===== src/design/assert_macros.svh =====
// Assertion helpers shared by the smoother RTL.
// Each macro expects clk and arst_n to be visible in the enclosing module.
`ifndef ASSERT_MACROS_SVH
`define ASSERT_MACROS_SVH

// Property checked on every rising edge, switched off while reset is low.
`define GSMN_ASSERT(label, prop, msg) \
	label: assert property (@(posedge clk) disable iff (!arst_n) prop) \
	else $error(msg);

// Implication checked on every rising edge, switched off while reset is low.
`define GSMN_IMPLY(label, ante, cons, msg) \
	label: assert property (@(posedge clk) disable iff (!arst_n) (ante) |-> (cons)) \
	else $error(msg);

`endif


===== src/design/gsmn_pkg.sv =====
// ---------------------------------------------------------------------------
// gsmn_pkg
// Shared constants and types for the Gaussian row smoother and normaliser.
// ---------------------------------------------------------------------------
`timescale 1ns / 1ps
`default_nettype none

package gsmn_pkg;

	localparam int MAX_ROW     = 64;
	localparam int MAX_TAPS    = 31;
	localparam int SAMPLE_BITS = 16;
	localparam int Q_DEPTH     = 2;

	localparam int CELLS_W = 7;
	localparam int RAD_W   = 4;
	localparam int POS_W   = 6;
	localparam int TAP_W   = 5;
	localparam int COEF_W  = 16;
	localparam int NORM_W  = 16;
	localparam int PROD_W  = 33;
	localparam int ACC_W   = 38;
	localparam int CFG_W   = 7;

	localparam logic CMD_LOAD = 1'b0;
	localparam logic CMD_PUSH = 1'b1;

	localparam logic REG_CELLS  = 1'b0;
	localparam logic REG_RADIUS = 1'b1;

	typedef struct packed {
		logic                          command;
		logic [TAP_W-1:0]              tap_index;
		logic [COEF_W-1:0]             coefficient;
		logic signed [SAMPLE_BITS-1:0] sample;
	} item_t;

endpackage

`default_nettype wire


===== src/design/gsmn_back.sv =====
// ---------------------------------------------------------------------------
// gsmn_back
// Stores taps and samples, filters a completed row with one MAC per cycle,
// then normalises each filtered value with a bit-serial divider (zero on a flat row).
// ---------------------------------------------------------------------------
`timescale 1ns / 1ps
`default_nettype none
`include "assert_macros.svh"

module gsmn_back import gsmn_pkg::*; (
	input  wire logic               clk,
	input  wire logic               arst_n,
	input  wire logic               q_valid,
	input  wire item_t              q_item,
	output logic                    q_pop,
	input  wire logic [CELLS_W-1:0] cells_cfg,
	input  wire logic [RAD_W-1:0]   radius_cfg,
	output logic                    strobe,
	output logic [NORM_W-1:0]       normalized,
	output logic [POS_W-1:0]        position,
	output logic                    last,
	output logic                    flat_row
);

	typedef enum logic [2:0] {
		S_IDLE,
		S_FILT,
		S_DRAIN,
		S_NRD,
		S_NLD,
		S_NDIV
	} state_t;

	state_t                    state_q;
	logic [COEF_W-1:0]         taps_q [MAX_TAPS];
	logic signed [SAMPLE_BITS-1:0] samp_mem [MAX_ROW];
	logic signed [SAMPLE_BITS-1:0] samp_rd_q;
	logic signed [ACC_W-1:0]   filt_mem [MAX_ROW];
	logic signed [ACC_W-1:0]   filt_rd_q;

	logic [CELLS_W-1:0]        count_q;
	logic [CELLS_W-1:0]        cells_q;
	logic [RAD_W-1:0]          r_q;
	logic [POS_W-1:0]          j_q;
	logic [TAP_W-1:0]          k_q;
	logic signed [ACC_W-1:0]   acc_q;
	logic signed [ACC_W-1:0]   max_q;
	logic signed [ACC_W-1:0]   min_q;
	logic [ACC_W:0]            range_q;
	logic [ACC_W+1:0]          rem_q;
	logic [NORM_W:0]           quo_q;
	logic [4:0]                bit_q;
	logic                      flat_q;

	logic                      act_s1, v_s1, lastk_s1;
	logic [COEF_W-1:0]         tap_s1;
	logic [POS_W-1:0]          j_s1;
	logic                      act_s2, lastk_s2;
	logic signed [PROD_W-1:0]  prod_s2;
	logic [POS_W-1:0]          j_s2;

	logic [CELLS_W-1:0]        cells_eff;
	logic [CELLS_W-1:0]        count_next;
	logic signed [7:0]         x;
	logic                      x_ok;
	logic                      samp_we;
	logic signed [ACC_W-1:0]   sum;
	logic                      filt_we;
	logic [ACC_W+1:0]          range_ext;
	logic                      ge;
	logic [ACC_W+1:0]          rem_sub;
	logic [NORM_W:0]           quo_next;
	logic                      row_end;

	// Row length clamps to 1..MAX_ROW.
	always_comb begin
		if (cells_cfg == '0) begin
			cells_eff = CELLS_W'(1);
		end else if (cells_cfg > CELLS_W'(MAX_ROW)) begin
			cells_eff = CELLS_W'(MAX_ROW);
		end else begin
			cells_eff = cells_cfg;
		end
	end

	assign q_pop      = (state_q == S_IDLE) && q_valid;
	assign count_next = count_q + 1'b1;
	assign samp_we    = q_pop && (q_item.command == CMD_PUSH)
	                    && (count_q < CELLS_W'(MAX_ROW));

	// Sample position touched by tap k of output j; positions off the row weigh zero.
	assign x    = $signed({2'b00, j_q}) - $signed({4'b0000, r_q}) + $signed({3'b000, k_q});
	assign x_ok = !x[7] && (x[6:0] < cells_q);

	assign sum     = acc_q + {{(ACC_W-PROD_W){prod_s2[PROD_W-1]}}, prod_s2};
	assign filt_we = act_s2 && lastk_s2;

	assign range_ext = {1'b0, range_q};
	assign ge        = (rem_q >= range_ext);
	assign rem_sub   = ge ? (rem_q - range_ext) : rem_q;
	assign quo_next  = {quo_q[NORM_W-1:0], ge};
	assign row_end   = ({1'b0, j_q} == (cells_q - 1'b1));

	always_ff @(posedge clk) begin
		if (samp_we) begin
			samp_mem[count_q[POS_W-1:0]] <= q_item.sample;
		end
		samp_rd_q <= samp_mem[x[POS_W-1:0]];
	end

	always_ff @(posedge clk) begin
		if (filt_we) begin
			filt_mem[j_s2] <= sum;
		end
		filt_rd_q <= filt_mem[j_q];
	end

	always_ff @(posedge clk) begin
		if (q_pop && (q_item.command == CMD_LOAD) && (q_item.tap_index < TAP_W'(MAX_TAPS))) begin
			taps_q[q_item.tap_index] <= q_item.coefficient;
		end
	end

	// MAC pipeline: tap and sample read, product, then accumulate in the FSM.
	always_ff @(posedge clk or negedge arst_n) begin
		if (!arst_n) begin
			act_s1 <= 1'b0;
			act_s2 <= 1'b0;
		end else begin
			act_s1 <= (state_q == S_FILT);
			act_s2 <= act_s1;
		end
	end

	always_ff @(posedge clk) begin
		v_s1     <= x_ok;
		tap_s1   <= taps_q[k_q];
		lastk_s1 <= ({1'b0, k_q} == {1'b0, r_q, 1'b0});
		j_s1     <= j_q;
		prod_s2  <= v_s1 ? PROD_W'($signed({1'b0, tap_s1}) * samp_rd_q) : '0;
		lastk_s2 <= lastk_s1;
		j_s2     <= j_s1;
	end

	always_ff @(posedge clk or negedge arst_n) begin
		if (!arst_n) begin
			state_q    <= S_IDLE;
			count_q    <= '0;
			cells_q    <= CELLS_W'(MAX_ROW);
			r_q        <= '0;
			j_q        <= '0;
			k_q        <= '0;
			acc_q      <= '0;
			max_q      <= {1'b1, {(ACC_W-1){1'b0}}};
			min_q      <= {1'b0, {(ACC_W-1){1'b1}}};
			range_q    <= '0;
			rem_q      <= '0;
			quo_q      <= '0;
			bit_q      <= '0;
			flat_q     <= 1'b0;
			strobe     <= 1'b0;
			normalized <= '0;
			position   <= '0;
			last       <= 1'b0;
			flat_row   <= 1'b0;
		end else begin
			strobe <= 1'b0;
			if (act_s2) begin
				if (lastk_s2) begin
					acc_q <= '0;
					if (sum > max_q) begin
						max_q <= sum;
					end
					if (sum < min_q) begin
						min_q <= sum;
					end
				end else begin
					acc_q <= sum;
				end
			end
			case (state_q)
				S_IDLE: begin
					if (q_pop && (q_item.command == CMD_PUSH)) begin
						if (count_next >= cells_eff) begin
							count_q <= '0;
							cells_q <= cells_eff;
							r_q     <= radius_cfg;
							j_q     <= '0;
							k_q     <= '0;
							acc_q   <= '0;
							max_q   <= {1'b1, {(ACC_W-1){1'b0}}};
							min_q   <= {1'b0, {(ACC_W-1){1'b1}}};
							state_q <= S_FILT;
						end else begin
							count_q <= count_next;
						end
					end
				end
				S_FILT: begin
					if ({1'b0, k_q} == {1'b0, r_q, 1'b0}) begin
						k_q <= '0;
						if (row_end) begin
							state_q <= S_DRAIN;
						end else begin
							j_q <= j_q + 1'b1;
						end
					end else begin
						k_q <= k_q + 1'b1;
					end
				end
				S_DRAIN: begin
					if (!act_s1 && !act_s2) begin
						range_q <= {max_q[ACC_W-1], max_q} - {min_q[ACC_W-1], min_q};
						flat_q  <= (max_q == min_q);
						j_q     <= '0;
						state_q <= S_NRD;
					end
				end
				S_NRD: begin
					state_q <= S_NLD;
				end
				S_NLD: begin
					rem_q <= {1'b0, ({filt_rd_q[ACC_W-1], filt_rd_q}
					                 - {min_q[ACC_W-1], min_q})};
					quo_q <= '0;
					bit_q <= 5'(NORM_W);
					if (flat_q) begin
						strobe     <= 1'b1;
						normalized <= '0;
						position   <= j_q;
						last       <= row_end;
						flat_row   <= 1'b1;
						j_q        <= j_q + 1'b1;
						state_q    <= row_end ? S_IDLE : S_NRD;
					end else begin
						state_q <= S_NDIV;
					end
				end
				S_NDIV: begin
					// One quotient bit per cycle; the quotient tops out at 2^16.
					quo_q <= quo_next;
					rem_q <= {rem_sub[ACC_W:0], 1'b0};
					if (bit_q == '0) begin
						strobe     <= 1'b1;
						normalized <= quo_next[NORM_W] ? {NORM_W{1'b1}} : quo_next[NORM_W-1:0];
						position   <= j_q;
						last       <= row_end;
						flat_row   <= 1'b0;
						j_q        <= j_q + 1'b1;
						state_q    <= row_end ? S_IDLE : S_NRD;
					end else begin
						bit_q <= bit_q - 1'b1;
					end
				end
				default: begin
					state_q <= S_IDLE;
				end
			endcase
		end
	end

	`GSMN_IMPLY(a_flat_zero, strobe && flat_row, normalized == '0, "flat row gave a non-zero value")
	`GSMN_IMPLY(a_pop_idle, q_pop, $past(state_q) != S_NDIV || state_q == S_IDLE,
		"item taken while a row was in progress")

endmodule

`default_nettype wire


===== config.mk =====
export PLATFORM = sky130hd
export DESIGN_NAME = gsmn_back
export DESIGN_NICKNAME = d
export VERILOG_FILES = /design/src/design/gsmn_pkg.sv /design/src/design/gsmn_back.sv
export VERILOG_INCLUDE_DIRS = /design/src /design/src/design
export SDC_FILE = /design/constraint.sdc
export NUM_CORES = 2
export LEC_CHECK = 0
export ABC_CLOCK_PERIOD_IN_PS = 9200
export BUFFER_PORTS_ARGS = -buffer_cell sky130_fd_sc_hd__buf_2
export CAP_MARGIN = 20
export CORE_MARGIN = 4
export CORE_UTILIZATION = 60
export DETAILED_ROUTE_END_ITERATION = 16
export GPL_ROUTABILITY_DRIVEN = 1
export GPL_TIMING_DRIVEN = 0
export HOLD_SLACK_MARGIN = 0.02
export PLACE_DENSITY_LB_ADDON = 0.12
export RECOVER_POWER = 100
export SYNTH_ARGS = -nofsm -noshare
export SYNTH_HDL_FRONTEND = slang
export SYNTH_SLANG_ARGS = --single-unit

===== constraint.sdc =====
create_clock -name clk -period 9.2 [get_ports clk]
set_clock_uncertainty 0.15 [all_clocks]
set_input_delay 1.84 -clock clk [delete_from_list [all_inputs] [get_ports clk]]
set_output_delay 1.84 -clock clk [all_outputs]
set_load 0.03 [all_outputs]

==> impl_results.md <==
* Failing checks: capacitance limit, slew limit
* Tot GR Track Use at 0.316
* CTS Hold Bufs at 0
* H-Tree Depth at 5
* DR WL/cell at 33.2 microns
* Layout filler cell count at 19900
* Reg clk slew, reported paths at around 70 ps
* DIE AREA at 0.315 sq mm
* Routability Congestion at 0.964
* First-pass GRT wire length at 712000 microns
* Post-CTS Resized at 0
* Worst Setup End Kind: register
* Register area share after synthesis at 0.697
* Vias in the first global route at 99300
* Fin. max-slew vios at 5460
* Post-synth top area cell: edfxtp_1
* Layout cells sized above 1 at 0.191
* Fmax achieved at 0.120 GHz
* Slew at the pin closest to its max-slew limit at 3280 ps
* Clock Latency Late Sink at 980 ps
* Number of flops mapped to enable cells by yosys at ~4000
* Largest net degree at the start of global routing at 113
* Worst slew margin at -1.19
* Final layout net count at 11100
* # rows at 202
* Data required, critical path at between 9000 and 10000 ps
* CTS Buffer Depth at 4
* Mapped Cells at between 9000 and 10000
* Yosys cell types at 88
* Placed insts at 14000
* Top cell type's share of synthesized area at 0.646
* Syn Area/Cell at 19.0 sq um
* Count of final hold-check violations at 0
* Final period utilization at 0.908
* Setup ws final at 846 ps
* Vias per inst at 6.54
* Crit path launch type: register
* Fin Setup TNS at 0 ps
* CP arrival at 8990 ps
* Core area at 0.304 sq mm
* Initial Util at 0.604
* Initial drt markers at around 12000
* # IOs at approximately 80
* Routed vias at 97800
* Post-route cell area at 0.205 sq mm
* Initial antenna violation count at 49
* GRT overflow at 0
* Cell area after synthesis at 0.184 sq mm
* Detailed placement HPWL at 349000 microns
* Placed cell areas at 0.194 sq mm
* CTS tree: done
* YS warnings at 0
* Non-filler cells in the finished layout at 14900
* Max-cap violations at 228
* RSZ-0062 raised after global routing: no
* Minimum clock period at 8350 ps
* IO buf count at 77
* Final setup viols at 0
* Syn_nets at between 10000 and 15000
* DRC viols at 0
* Final ANT Viol Nets at 0
* Synth top area cells: edfxtp_1 (65%), mux4_2 (16%), dfrtp_1 (3.2%), ha_1 (2.6%), fa_1 (2.2%)
* Drt total wl at 496000 microns
* Crit path kind: register to register
* Area Overhead vs Synth at 11.5%
* Root Driver: clkbuf_16
* Post-synthesis register bit count at ~4300
* Total CTS buffers at between 400 and 500
* CTS sink count at 4344
* Chip width at ~560 microns
* Total setup buffers inserted after CTS at 0
* Worst slack at placement at just over 900 ps
* Status: complete, but fails checks
* Hold/Removal Path Class: register to register
* Die height at 561 microns
* Post-synth top flop: edfxtp_1
* Critical Path Fanout Max at 10
* Async SR Flop Fraction at 0.0631
* Drt first pass iters at 5
-- cells in the final DEF, fill, tap and decap left out, types with 76 or more instances in the layout --
master	n
edfxtp_1	3952
mux4_2	1278
clkbuf_1	709
nand2_1	441
inv_1	438
clkbuf_16	433
nor2_1	402
ha_1	376
dfrtp_1	235
a21oi_1	225
o21ai_0	215
fa_1	200
a21o_1	147
and2_1	139
dfxtp_1	118
buf_1	99
xnor2_1	94
clkinv_1	86
nand3_1	83
clkinv_2	77
xor2_1	76
-- cells by family after synthesis --
group           after synthesis  synth area share
fa+ha+maj                   576            0.0474
mux                        1365             0.162
xor+xnor                    170           0.00811
flops                      4344             0.697
buf+inv                     880            0.0181
simple gates               1407            0.0362
compound gates              903            0.0317
-- critical path, cell delays in order (launching register included) --
cell and delay (ps):
dfrtp_1 400, clkbuf_1 850, clkbuf_1 440, clkbuf_1 720
inv_1 560, ha_1 430, inv_1 70, ha_1 150
inv_1 60, fa_1 490, clkbuf_1 530, clkbuf_1 810
clkbuf_1 780, mux4_2 470, mux4_2 580, mux4_2 620
-- area by class of cell --
type | count | area (sq um) | share of cell area
clock buffer | 553 | 11500 | 0.0562
inverter | 440 | 1650 | 0.00807
antenna | 67 | 168 | 0.000819
clock inverter | 239 | 2350 | 0.0115
timing repair buffer | 355 | 2060 | 0.0100
multi-input combinational | 4421 | 52300 | 0.256
tap | 4080 | 5100 | 0.0249
sequential | 4344 | 128000 | 0.625
buffer | 440 | 1660 | 0.00811
-- cells in the mapped netlist (9+ instances only) --
| cell type | number |
|---|---|
| edfxtp_1 | 3952 |
| mux4_2 | 1278 |
| nand2_1 | 441 |
| inv_1 | 438 |
| nor2_1 | 402 |
| ha_1 | 376 |
| clkbuf_1 | 312 |
| dfrtp_1 | 235 |
| a21oi_1 | 225 |
| o21ai_0 | 213 |
| fa_1 | 200 |
| and2_1 | 164 |
| a21o_1 | 147 |
| dfxtp_1 | 118 |
| buf_1 | 116 |
| xnor2_1 | 94 |
| nand3_1 | 83 |
| xor2_1 | 76 |
| nor2b_1 | 73 |
| mux2i_1 | 58 |
| o211ai_1 | 58 |
| nand2b_1 | 50 |
| dfstp_2 | 39 |
| nor3_1 | 38 |
| nand4_1 | 36 |
| a31oi_1 | 32 |
| a211oi_1 | 30 |
| mux2_2 | 29 |
| and3_1 | 27 |
| o21a_1 | 24 |
| nand3b_1 | 21 |
| o31ai_1 | 21 |
| o21bai_1 | 19 |
| or3_1 | 19 |
| buf_2 | 12 |
| or2_2 | 12 |
| a211o_1 | 11 |
| a21boi_0 | 11 |
| o22ai_1 | 9 |
| o31a_1 | 9 |
-- state kept, by name, summed over array words and instances (netlist names), 7 cells and up --
signal	cells
filt_mem	2432
samp_mem	1024
taps_q	496
rem_q	40
range_q	39
acc_q	38
filt_rd_q	38
max_q	38
min_q	38
prod_s2	33
normalized	16
quo_q	16
samp_rd_q	16
tap_s1	16
cells_q	7
count_q	7
-- worst paths after layout --
kind                       cells past startpoint                   endpoint          startpoint  slack (ps)
max                                           15       samp_rd_q[3]$_DFF_P_  j_q[0]$_DFFE_PN0P_         850
min                                            0            j_s2[0]$_DFF_P_     j_s1[0]$_DFF_P_         150
max reg2reg                                   15       samp_rd_q[3]$_DFF_P_  j_q[0]$_DFFE_PN0P_         850
min reg2reg                                    0            j_s2[0]$_DFF_P_     j_s1[0]$_DFF_P_         150
max in group asynchronous                      2         k_q[1]$_DFFE_PN0P_              arst_n        2830
min in group asynchronous                      1  normalized[3]$_DFFE_PN0P_              arst_n        1820
-- through the flow --
stage,hold slack (ps),util
floorplan,160,-
global placement,161,0.623
detailed placement,163,0.640
CTS,141,0.685
global route,160,0.674
finish,145,0.674
-- routing by layer --
| layer | up-vias | part of all wire | global-route usage |
|---|---|---|---|
| met3 | 1194 | 0.083 | 0.0498 |
| met4 | 18 | 0.066 | 0.168 |
| met1 | 51400 | 0.36 | 0.416 |
| met2 | 4952 | 0.49 | 0.517 |
| met5 | - | 0.00026 | 0 |
| li1 | 40200 | - | - |
Power is left out: the tool's default activity adds up to more than one toggle a clock period on the data nets, which glitch-free logic cannot reach.
