`src/design/assert_macros.svh`:
```
// Assertion helpers shared by the smoother RTL.
// Each macro expects clk and arst_n to be visible in the enclosing module.
`ifndef ASSERT_MACROS_SVH
`define ASSERT_MACROS_SVH

// Property checked on every rising edge, switched off while reset is low.
`define GSMN_ASSERT(label, prop, msg) \
	label: assert property (@(posedge clk) disable iff (!arst_n) prop) \
	else $error(msg);

// Implication checked on every rising edge, switched off while reset is low.
`define GSMN_IMPLY(label, ante, cons, msg) \
	label: assert property (@(posedge clk) disable iff (!arst_n) (ante) |-> (cons)) \
	else $error(msg);

`endif

```
`src/design/gsmn_pkg.sv`:
```
// ---------------------------------------------------------------------------
// gsmn_pkg
// Shared constants and types for the Gaussian row smoother and normaliser.
// ---------------------------------------------------------------------------
`timescale 1ns / 1ps
`default_nettype none

package gsmn_pkg;

	localparam int MAX_ROW     = 64;
	localparam int MAX_TAPS    = 31;
	localparam int SAMPLE_BITS = 16;
	localparam int Q_DEPTH     = 2;

	localparam int CELLS_W = 7;
	localparam int RAD_W   = 4;
	localparam int POS_W   = 6;
	localparam int TAP_W   = 5;
	localparam int COEF_W  = 16;
	localparam int NORM_W  = 16;
	localparam int PROD_W  = 33;
	localparam int ACC_W   = 38;
	localparam int CFG_W   = 7;

	localparam logic CMD_LOAD = 1'b0;
	localparam logic CMD_PUSH = 1'b1;

	localparam logic REG_CELLS  = 1'b0;
	localparam logic REG_RADIUS = 1'b1;

	typedef struct packed {
		logic                          command;
		logic [TAP_W-1:0]              tap_index;
		logic [COEF_W-1:0]             coefficient;
		logic signed [SAMPLE_BITS-1:0] sample;
	} item_t;

endpackage

`default_nettype wire

```
`src/design/gsmn_front.sv`:
```
// ---------------------------------------------------------------------------
// gsmn_front
// Accepts command items and holds them in a short queue for the back end.
// ---------------------------------------------------------------------------
`timescale 1ns / 1ps
`default_nettype none
`include "assert_macros.svh"

module gsmn_front import gsmn_pkg::*; (
	input  wire logic  clk,
	input  wire logic  arst_n,
	input  wire logic  start,
	output logic       busy,
	input  wire item_t in_item,
	output logic       q_valid,
	output item_t      q_item,
	input  wire logic  q_pop
);

	localparam int PTR_W = $clog2(Q_DEPTH);
	localparam int CNT_W = $clog2(Q_DEPTH + 1);

	item_t             queue_q [Q_DEPTH];
	logic [PTR_W-1:0]  wr_ptr_q;
	logic [PTR_W-1:0]  rd_ptr_q;
	logic [CNT_W-1:0]  cnt_q;
	logic              push;

	assign busy    = (cnt_q == CNT_W'(Q_DEPTH));
	assign push    = start && !busy;
	assign q_valid = (cnt_q != '0);
	assign q_item  = queue_q[rd_ptr_q];

	always_ff @(posedge clk) begin
		if (push) begin
			queue_q[wr_ptr_q] <= in_item;
		end
	end

	always_ff @(posedge clk or negedge arst_n) begin
		if (!arst_n) begin
			wr_ptr_q <= '0;
			rd_ptr_q <= '0;
			cnt_q    <= '0;
		end else begin
			if (push) begin
				wr_ptr_q <= (wr_ptr_q == PTR_W'(Q_DEPTH - 1)) ? '0 : wr_ptr_q + 1'b1;
			end
			if (q_pop) begin
				rd_ptr_q <= (rd_ptr_q == PTR_W'(Q_DEPTH - 1)) ? '0 : rd_ptr_q + 1'b1;
			end
			case ({push, q_pop})
				2'b10:   cnt_q <= cnt_q + 1'b1;
				2'b01:   cnt_q <= cnt_q - 1'b1;
				default: cnt_q <= cnt_q;
			endcase
		end
	end

	`GSMN_IMPLY(a_pop_not_empty, q_pop, cnt_q != '0, "item popped from an empty queue")
	`GSMN_ASSERT(a_cnt_bound, cnt_q <= CNT_W'(Q_DEPTH), "queue count beyond depth")

endmodule

`default_nettype wire

```
`config.mk`:
```
export PLATFORM = sky130hd
export DESIGN_NAME = gsmn_front
export DESIGN_NICKNAME = d
export VERILOG_FILES = /design/src/design/gsmn_pkg.sv /design/src/design/gsmn_front.sv
export VERILOG_INCLUDE_DIRS = /design/src /design/src/design
export SDC_FILE = /design/constraint.sdc
export NUM_CORES = 1
export LEC_CHECK = 0
export BUFFER_PORTS_ARGS = -buffer_cell sky130_fd_sc_hd__buf_2
export CAP_MARGIN = 30
export CORE_MARGIN = 5
export CORE_UTILIZATION = 55
export CTS_BUF_LIST = sky130_fd_sc_hd__clkbuf_2
export DETAILED_ROUTE_END_ITERATION = 12
export GPL_TIMING_DRIVEN = 0
export PLACE_DENSITY = 0.95
export SLEW_MARGIN = 20
export SYNTH_ARGS = -nofsm -noshare
export SYNTH_HDL_FRONTEND = slang
export SYNTH_SLANG_ARGS = --single-unit
export TNS_END_PERCENT = 5
```
`constraint.sdc`:
```
create_clock -name clk -period 5.75 [get_ports clk]
set_clock_uncertainty 0.15 [all_clocks]
set_input_delay 0.2875 -clock clk [delete_from_list [all_inputs] [get_ports clk]]
set_output_delay 0.2875 -clock clk [all_outputs]
set_load 0.02 [all_outputs]
```
==> impl.org, run 1 <==
** Clock network
- Number of hold buffers added after cts :: 42
- The clock tree synthesis step divided the H-tree into 3 levels.
- Clock root cell :: sky130_fd_sc_hd__clkbuf_2
- Clock tree from TritonCTS :: done
- Clk slew on worst S/H paths :: ~0.19 ns
- CTS Buf Count :: 9
- Latest clock arrival within the worst-skew pair :: about 0.48 ns
- The clock net in this run drives a total of 80 sinks.
- In this run the deepest clock path goes through 2 buffers.
- Buffers inserted during post-CTS setup optimization :: 0
- Once the clock tree was built, the resizer swapped 0 gates to a different size.

** Setup path
- STA classifies the critical path startpoint as a register.
- The worst setup path is captured at a primary output.
- Along the worst path, the maximum fanout reaches 10.
- The most critical setup path has its startpoint at rd_ptr_q$_DFFE_PN0P_.
- In this run the critical register-to-register path is launched from cnt_q[0]$_DFFE_PN0P_.
- The critical path in this run is classified as reg2out.
- Arrival time at the worst endpoint :: roughly 1.7 ns
- At the worst endpoint, the required time is ~5.3 ns.

** Place
- The congestion estimate from routability-driven global placement came to between 0.7 and 0.8.
- Detailed placer's ending HPWL :: 3570 µm
- Number of buffer cells added on primary ports :: 81
- The number of placed instances, taps included, is between 200 and 300.

** STA
- Transition at the pin with the smallest max-transition slack :: about 0.51 ns
- Setup repair after global routing left no endpoint under its margin.
- Counting I/O delays and the setup requirement, the final critical path takes between 2 and 2.5 ns.
- Final max-slew violation count :: 0
- In this run the tightest slew margin relative to its limit is 0.660.
- Total negative setup slack :: 0 ns
- Final cycle utilization of the critical path :: 0.375
- Fmax achieved :: 0.463 GHz
- Final setup fails :: 0
- The number of hold violations in the final report was 0.

** Route
- Via count :: 1681
- After the first detailed-routing iteration, the DRC count stood at a little under 60.
- Dividing the detail-routed wire length by the instance count gives ~17 µm.
- Routed met3 length :: about 350 µm
- The detailed router put a total of 2400 µm of wire on met1.
- Total met2 wirelength after detailed routing :: between 3000 and 4000 µm
- Length of the first detailed-routing pass in iterations :: 4
- Detail-routed via count per cell :: 4.89
- Final wirelength :: 5870 µm
- Routed Antenna Nets :: 0
- For this run, design rule violations remaining after detail routing come to 0.
- The highest metal layer carrying signal wires in the routed design is met4.

** Synthesis
- YS warnings :: 0
- Measured against the total synthesized area, the mux share comes to 0.156.
- Post-Synthesis Mean Instance Area :: around 22 µm²
- Cell Area, Synth :: roughly 3000 µm²
- For this run, the register share of the synthesized area comes to 0.800.
- After technology mapping, the gate count stands at around 140.
- The number of nets in the synthesized netlist is 178.
- The share of the synthesized area in compound gates (AO/OA/AOI/OAI) was 0.
- Of the total synthesized cell area, the portion taken by full adders, half adders and majority gates is 0.00420.
- XOR/XNOR share of the synthesized area :: 0.0147
- Simple-gate area share of the yosys netlist :: 0.0101
- After synthesis, the largest family of logic cells by area is multiplexers.
- Number of different library cells in the post-synthesis netlist :: 16
- Flip-flop and latch count after synthesis :: 80

** Global routing
- The first global-routing pass estimated about 9800 µm of wire.
- Global routing usage summed across all routing layers :: 0.180
- The initial antenna violation count came to 0.
- Via count of the first global-routing pass :: between 1500 and 2000
- Overall overflow remaining after global route :: 0
- Pin count of the biggest net entering global routing :: 25

** Outcome
- Run status :: complete, no violations

** Finish
- The number of antenna diodes in the final layout is 0.
- After the last flow step, the layout net total stands at approximately 310.
- Number of standard cells in the final layout excluding fillers :: 344
- Area grow syn2layout :: 34.6%
- Of the cells placed in the final design, the portion with a size suffix greater than 1 is 0.515.
- Number of filler instances in the final layout :: ~300

** Floorplan
- just over 80 I/O pins were placed.
- Row generation in the floorplan step produced 26 rows.
- Area enclosed by the die boundary :: approximately 7000 µm²
- Effective utilization at floorplan :: 0.576
- In this run the vertical extent of the chip is roughly 84 µm.
- Core Box Area :: 5170 µm²
- Die boundary width :: 83.6 µm

** Worst hold path
- Path class of the lowest-slack min-delay path :: in2reg
- Worst hold start :: in_item[15]

** Job
- Max-cap violations :: 0

** Power and ir drop
- IR drop worst, VDD :: 322 µV
- For this design the ratio of total power to cell area is 449 nW/µm².
- Pleak :: between 1.5 and 2 nW
==> kinds of logic after synthesis <==
group | Yosys count
DFF | 80
muxes | 38
and+or+nand+nor | 6
xor gates and xnor gates | 5
buffers and inverters | 5
adders and majority gates | 1
==> path summary, 6_finish.rpt <==
kind                                             to  slack [ns]  cells after the start
setup / recovery                         q_item[25]        3.59                      4
hold / removal             queue_q[1][15]$_DFFE_PP_        0.37                      2
setup reg to reg            queue_q[0][0]$_DFFE_PP_        3.82                      4
hold reg to reg                cnt_q[1]$_DFFE_PN0P_        0.39                      1
max in group asynchronous      wr_ptr_q$_DFFE_PN0P_        4.74                      3
min in group asynchronous      cnt_q[1]$_DFFE_PN0P_        0.53                      3
==> stage by stage <==
step / cell area, µm² / setup WS, ns / utilization / power (mW) / hold WS (ns)
final: 4010 / 3.59 / 0.775 / 1.80 / 0.367
after CTS: 4010 / 3.58 / 0.775 / 1.80 / 0.350
after global placement: 3470 / 2.06 / 0.671 / 1.53 / -0.0550
after global routing: 4010 / 3.50 / 0.775 / 1.89 / 0.337
after floorplan: 2980 / 2.94 / - / 1.34 / -0.158
after detailed placement: 3520 / 3.88 / 0.681 / 1.57 / -0.0512
==> critical path, stage by stage, from the launching register on <==
cell                      delay [ns]
sky130_fd_sc_hd__dfrtp_1        0.43
sky130_fd_sc_hd__buf_6          0.17
sky130_fd_sc_hd__buf_8          0.17
sky130_fd_sc_hd__mux2_4         0.31
sky130_fd_sc_hd__buf_2          0.16
==> report_power, final <==
part	total (mW)	internal [mW]	leakage (nW)	switching, mW
registers	0.839	0.796	0.753	0.0436
logic	0.735	0.324	0.775	0.411
clock network	0.227	0.0562	0.0553	0.171
==> layer usage <==
| metal | GRT usage | vias to the layer above |
|---|---|---|
| li1 | - | 797 |
| met1 | 0.223 | 805 |
| met2 | 0.308 | 72 |
| met3 | 0.0434 | 7 |
| met4 | 0.0614 | 0 |
| met5 | 0 | - |
==> synthesized netlist by cell type <==
master                      n  share of area
sky130_fd_sc_hd__buf_8      1         0.0050
sky130_fd_sc_hd__buf_6      1         0.0038
sky130_fd_sc_hd__ha_1       1         0.0042
sky130_fd_sc_hd__mux2_2    28           0.11
sky130_fd_sc_hd__or2_2      1         0.0021
sky130_fd_sc_hd__xnor2_1    3         0.0088
sky130_fd_sc_hd__buf_4      2         0.0050
sky130_fd_sc_hd__mux2_4    10          0.050
sky130_fd_sc_hd__nand2b_1   1         0.0021
sky130_fd_sc_hd__xor2_1     2         0.0059
sky130_fd_sc_hd__and3_1     1         0.0021
sky130_fd_sc_hd__inv_1      1         0.0013
sky130_fd_sc_hd__dfrtp_1    4          0.034
sky130_fd_sc_hd__nor2_1     2         0.0025
sky130_fd_sc_hd__nand2_1    1         0.0013
sky130_fd_sc_hd__edfxtp_1  76           0.77
==> layout make-up <==
type | instances | area, µm² | share of cell area
repair buffers | 125 | 866 | 0.216
clock buffers | 12 | 60.1 | 0.0150
flip-flops and latches | 80 | 2380 | 0.594
inverters | 1 | 3.75 | 0.000936
well taps | 70 | 87.6 | 0.0218
multi-input cells | 50 | 561 | 0.140
clock inverters | 2 | 8.76 | 0.00218
plain buffers | 4 | 41.3 | 0.0103
==> placed cells by master (no fill, tap or decap), drive strengths merged <==
cell,n
dlygate4sd3,42
xor2,2
xnor2,3
inv,1
dfrtp,4
or2,1
clkbuf,12
mux2,38
edfxtp,76
nand2,1
clkinv,2
nor2,2
nand2b,1
ha,1
buf,87
and3,1
==> flip-flops by register name (all words and copies together), names as in the netlist <==
register,count
cnt_q,2
queue_q,76
rd_ptr_q,1
wr_ptr_q,1
Power figures use the tool's default switching activity.
==> run 2: changes to the inputs <==
--- a/config.mk
+++ b/config.mk
@@ -9,11 +9,11 @@
 export BUFFER_PORTS_ARGS = -buffer_cell sky130_fd_sc_hd__buf_2
 export CAP_MARGIN = 30
 export CORE_MARGIN = 5
-export CORE_UTILIZATION = 55
+export CORE_UTILIZATION = 54
 export CTS_BUF_LIST = sky130_fd_sc_hd__clkbuf_2
 export DETAILED_ROUTE_END_ITERATION = 12
 export GPL_TIMING_DRIVEN = 0
-export PLACE_DENSITY = 0.95
+export PLACE_DENSITY = 0.94
 export SLEW_MARGIN = 20
 export SYNTH_ARGS = -nofsm -noshare
 export SYNTH_HDL_FRONTEND = slang
==> constraint.sdc (replaced) <==
create_clock -name clk -period 2.25 [get_ports clk]
set_clock_uncertainty 0.15 [all_clocks]
set_input_delay 0.1125 -clock clk [delete_from_list [all_inputs] [get_ports clk]]
set_output_delay 0.1125 -clock clk [all_outputs]
set_load 0.02 [all_outputs]
==> run 2 against run 1 <==
Net effect:
- sequential cell count unchanged
- clock power rose to 3.2 times the previous value
- worst hold slack got worse by 0.20 ns
- sequential share of layout area shrank 0.86 points
- critical endpoint is now q_item[1]
- utilization fell by 2.7 points
- worst setup slack worse by 3.3 ns
==> impl.org, run 2 (synthesis gave the netlist of run 1 again) <==
** Floorplan
- Total I/O pin count :: 82 (unchanged)
- Effective utilization at floorplan :: 0.548 (was 0.576)
- Die boundary width :: 84.3 µm (was 83.6 µm)
- Chip Height :: 84.3 µm (was 83.6 µm)
- Core Box Area :: 5440 µm² (was 5170 µm²)
- The number of standard-cell rows in the floorplan is 27 (was 26).
- Area enclosed by the die boundary :: 7100 µm² (was 6990 µm²)

** Clock network
- Clock tree from TritonCTS :: done (unchanged)
- Buffers inserted during post-CTS setup optimization :: 0 (unchanged)
- The total clock buffers created by CTS came to 9 (unchanged).
- CTS max path bufs :: 2 (unchanged)
- The count of instances resized after the clock tree is built was 0 (unchanged).
- Level count of the clock H-tree :: 3 (unchanged)
- Clock root cell :: sky130_fd_sc_hd__clkbuf_2 (unchanged)
- Clk slew on worst S/H paths :: 0.21 ns (was 0.19 ns)
- Latest clock arrival within the worst-skew pair :: 0.50 ns (was 0.48 ns)
- The number of clock sinks is 80 (unchanged).

** Power and ir drop
- The leakage power of the design was 1.60 nW (was 1.58 nW).
- Power density cells :: 1170 nW/µm² (was 449 nW/µm²)
- The worst vdd rail ir drop was 715 µV (was 322 µV).
- Power consumption :: 4.78 mW (was 1.80 mW)

** Finish
- The layout filler cell count came to 320 (was 297).
- Most common cell after layout, fill and taps aside :: sky130_fd_sc_hd__buf_2 (unchanged)
- Area grow syn2layout :: 36.6% (was 34.6%)
- Fraction of final layout cells with drive strength greater than 1 :: 0.518 (was 0.515)
- Largest register FFs :: 76 (unchanged)
- Largest registers :: queue_q (76), cnt_q (2) (unchanged)
- Number of nets in the finished design :: 314 (unchanged)
- Final std cell area, no fill :: 4070 µm² (was 4010 µm²)
- ANT cells :: 0 (unchanged)
- Reg with most FFs :: queue_q (unchanged)
- Commonest non-fill, non-tap cells in the layout :: sky130_fd_sc_hd__buf_2 (81), sky130_fd_sc_hd__edfxtp_1 (76), sky130_fd_sc_hd__dlygate4sd3_1 (42) (unchanged)

** Setup path
- The largest fanout on the critical path came to 10 (unchanged).
- The critical path class is reg2out (unchanged).
- The maximum single-stage delay on the critical path is 0.42 ns (was 0.43 ns).
- The data required time of the critical path was 1.99 ns (was 5.31 ns).
- The setup slack on the worst flop-to-flop path came to 0.29 ns (was 3.82 ns).
- Arrival time at the worst endpoint :: 1.74 ns (was 1.72 ns)
- FF-to-FF Start :: cnt_q[0]$_DFFE_PN0P_ (unchanged)
- Slowest cell on the critical path :: sky130_fd_sc_hd__dfrtp_1 (unchanged)
- Startpoint class of the critical path :: register (unchanged)
- Endpoint type of the worst setup path :: primary output (unchanged)
- Source of the critical timing path :: rd_ptr_q$_DFFE_PN0P_ (unchanged)
- Chain of cells forming the critical path :: buf_6 > buf_8 > mux2_4 > buf_2 (unchanged)

** STA
- The number of hold violations in the final report came to 0 (unchanged).
- Setup repair after global routing missed its margin :: false (unchanged)
- The final number of setup-violating endpoints came to 0 (unchanged).
- Final max-slew violation count :: 0 (unchanged)
- Worst-case hold slack :: 0.170 ns (was 0.367 ns)
- Transition at the pin with the smallest max-transition slack :: 0.592 ns (was 0.509 ns)
- Fmax achieved :: 0.499 GHz
- The headroom to the max-slew limit is 0.604 (was 0.660).
- PnR worst setup slack :: 0.244 ns (was 3.59 ns)
- The setup total negative slack is 0 ns (unchanged).
- Final worst path period need :: approximately 2.0 ns
- Final cycle utilization of the critical path :: 0.891

** Outcome
- Run status :: complete, no violations (unchanged)

** Place
- Placed Instance Area :: 3540 µm² (was 3520 µm²)
- Final weighted congestion in routability-driven placement :: 0.720 (was 0.700)
- The placement-stage worst setup slack came to 0.317 ns (was 3.88 ns).
- Detailed placer's ending HPWL :: 3600 µm (was 3570 µm)
- The count of buffers from port buffering is 81 (unchanged).

** Worst hold path
- Worst hold start :: in_item[13] (was in_item[15])
- Path class of the lowest-slack min-delay path :: in2reg (unchanged)

** Global routing
- The initial antenna violation count is 0 (unchanged).
- Via count of the first global-routing pass :: 1961 (was 1894)
- Wire length of the first global-routing pass :: 9750 µm (was 9810 µm)
- The global-route congestion overflow total is 0 (unchanged).
- The pin count of the biggest net entering global routing came to 22 (was 25).
- The global-route total usage across every layer is 0.184 (was 0.180).

** Route
- Via count :: 1709 (was 1681)
- Final wirelength :: 6030 µm (was 5870 µm)
- The residual DRC count was 0 (unchanged).
- Initial DRC count :: 99 (was 59)
- The mean number of vias per cell was 4.91 (was 4.89).
- The mean routed wirelength per cell is 17.3 µm (was 17.1 µm).
- The number of iterations in the first detailed-routing pass came to 4 (unchanged).
- Routed Antenna Nets :: 0 (unchanged)

** Job
- The max-capacitance violation count came to 0 (unchanged).
[run 2: changes by cell type in the layout (fill, tap and decap cells not counted), sizes merged]
cell | before | now
clkinv | 2 | 4
clkbuf | 12 | 10
clkinvlp | 0 | 1
bufinv | 0 | 1
[run 2: metal layers]
metal | GRT usage | wire length, µm
met1 | 0.209 | 2360
met2 | 0.304 | 3050
met3 | 0.0667 | 448
met4 | 0.0950 | 175
met5 | 0 | 0
[run 2: path summary, 6_finish.rpt]
path / end / cells after the start
worst max-delay path: q_item[1] / 4
worst min-delay path: queue_q[0][13]$_DFFE_PP_ / 2
worst max register to register: queue_q[0][19]$_DFFE_PP_ / 4
worst min register to register: cnt_q[1]$_DFFE_PN0P_ / 1
max in group asynchronous: rd_ptr_q$_DFFE_PN0P_ / 3
min in group asynchronous: wr_ptr_q$_DFFE_PN0P_ / 3
[run 2: worst max-delay path: cells and delay by family (launching register included)]
family / cells / cell delay (ns)
buffers and inverters: 3 / 0.53
muxes: 1 / 0.31
DFF: 1 / 0.42
[run 2: repair_timing]
action / in CTS / in global routing
hold endpoints to repair: 84 / 0
hold buffers: 42 / 0
endpoints found under the setup margin: 0 / 0
[run 2: power by group]
group / total (mW) / switching [mW] / internal, mW
clock: 0.720 / 0.464 / 0.256
sequential: 2.14 / 0.110 / 2.03
combinational: 1.91 / 1.07 / 0.847
[run 2: layout make-up]
cell class / count / area (µm²) / area share
inverter: 1 / 3.75 / 0.000923
buffer: 4 / 41.3 / 0.0101
tap: 72 / 90.1 / 0.0221
multi-input combinational: 50 / 561 / 0.138
sequential: 80 / 2380 / 0.585
timing repair buffer: 125 / 881 / 0.216
clock buffer: 10 / 50.0 / 0.0123
clock inverter: 6 / 60.1 / 0.0148
[run 2: per-stage QoR]
| stage | util | std cells |
|---|---|---|
| after global routing | 0.748 | 348 |
| after detailed placement | 0.651 | 290 |
| after floorplan | - | 135 |
| final | 0.748 | 348 |
| after global placement | 0.639 | 288 |
| after CTS | 0.748 | 348 |
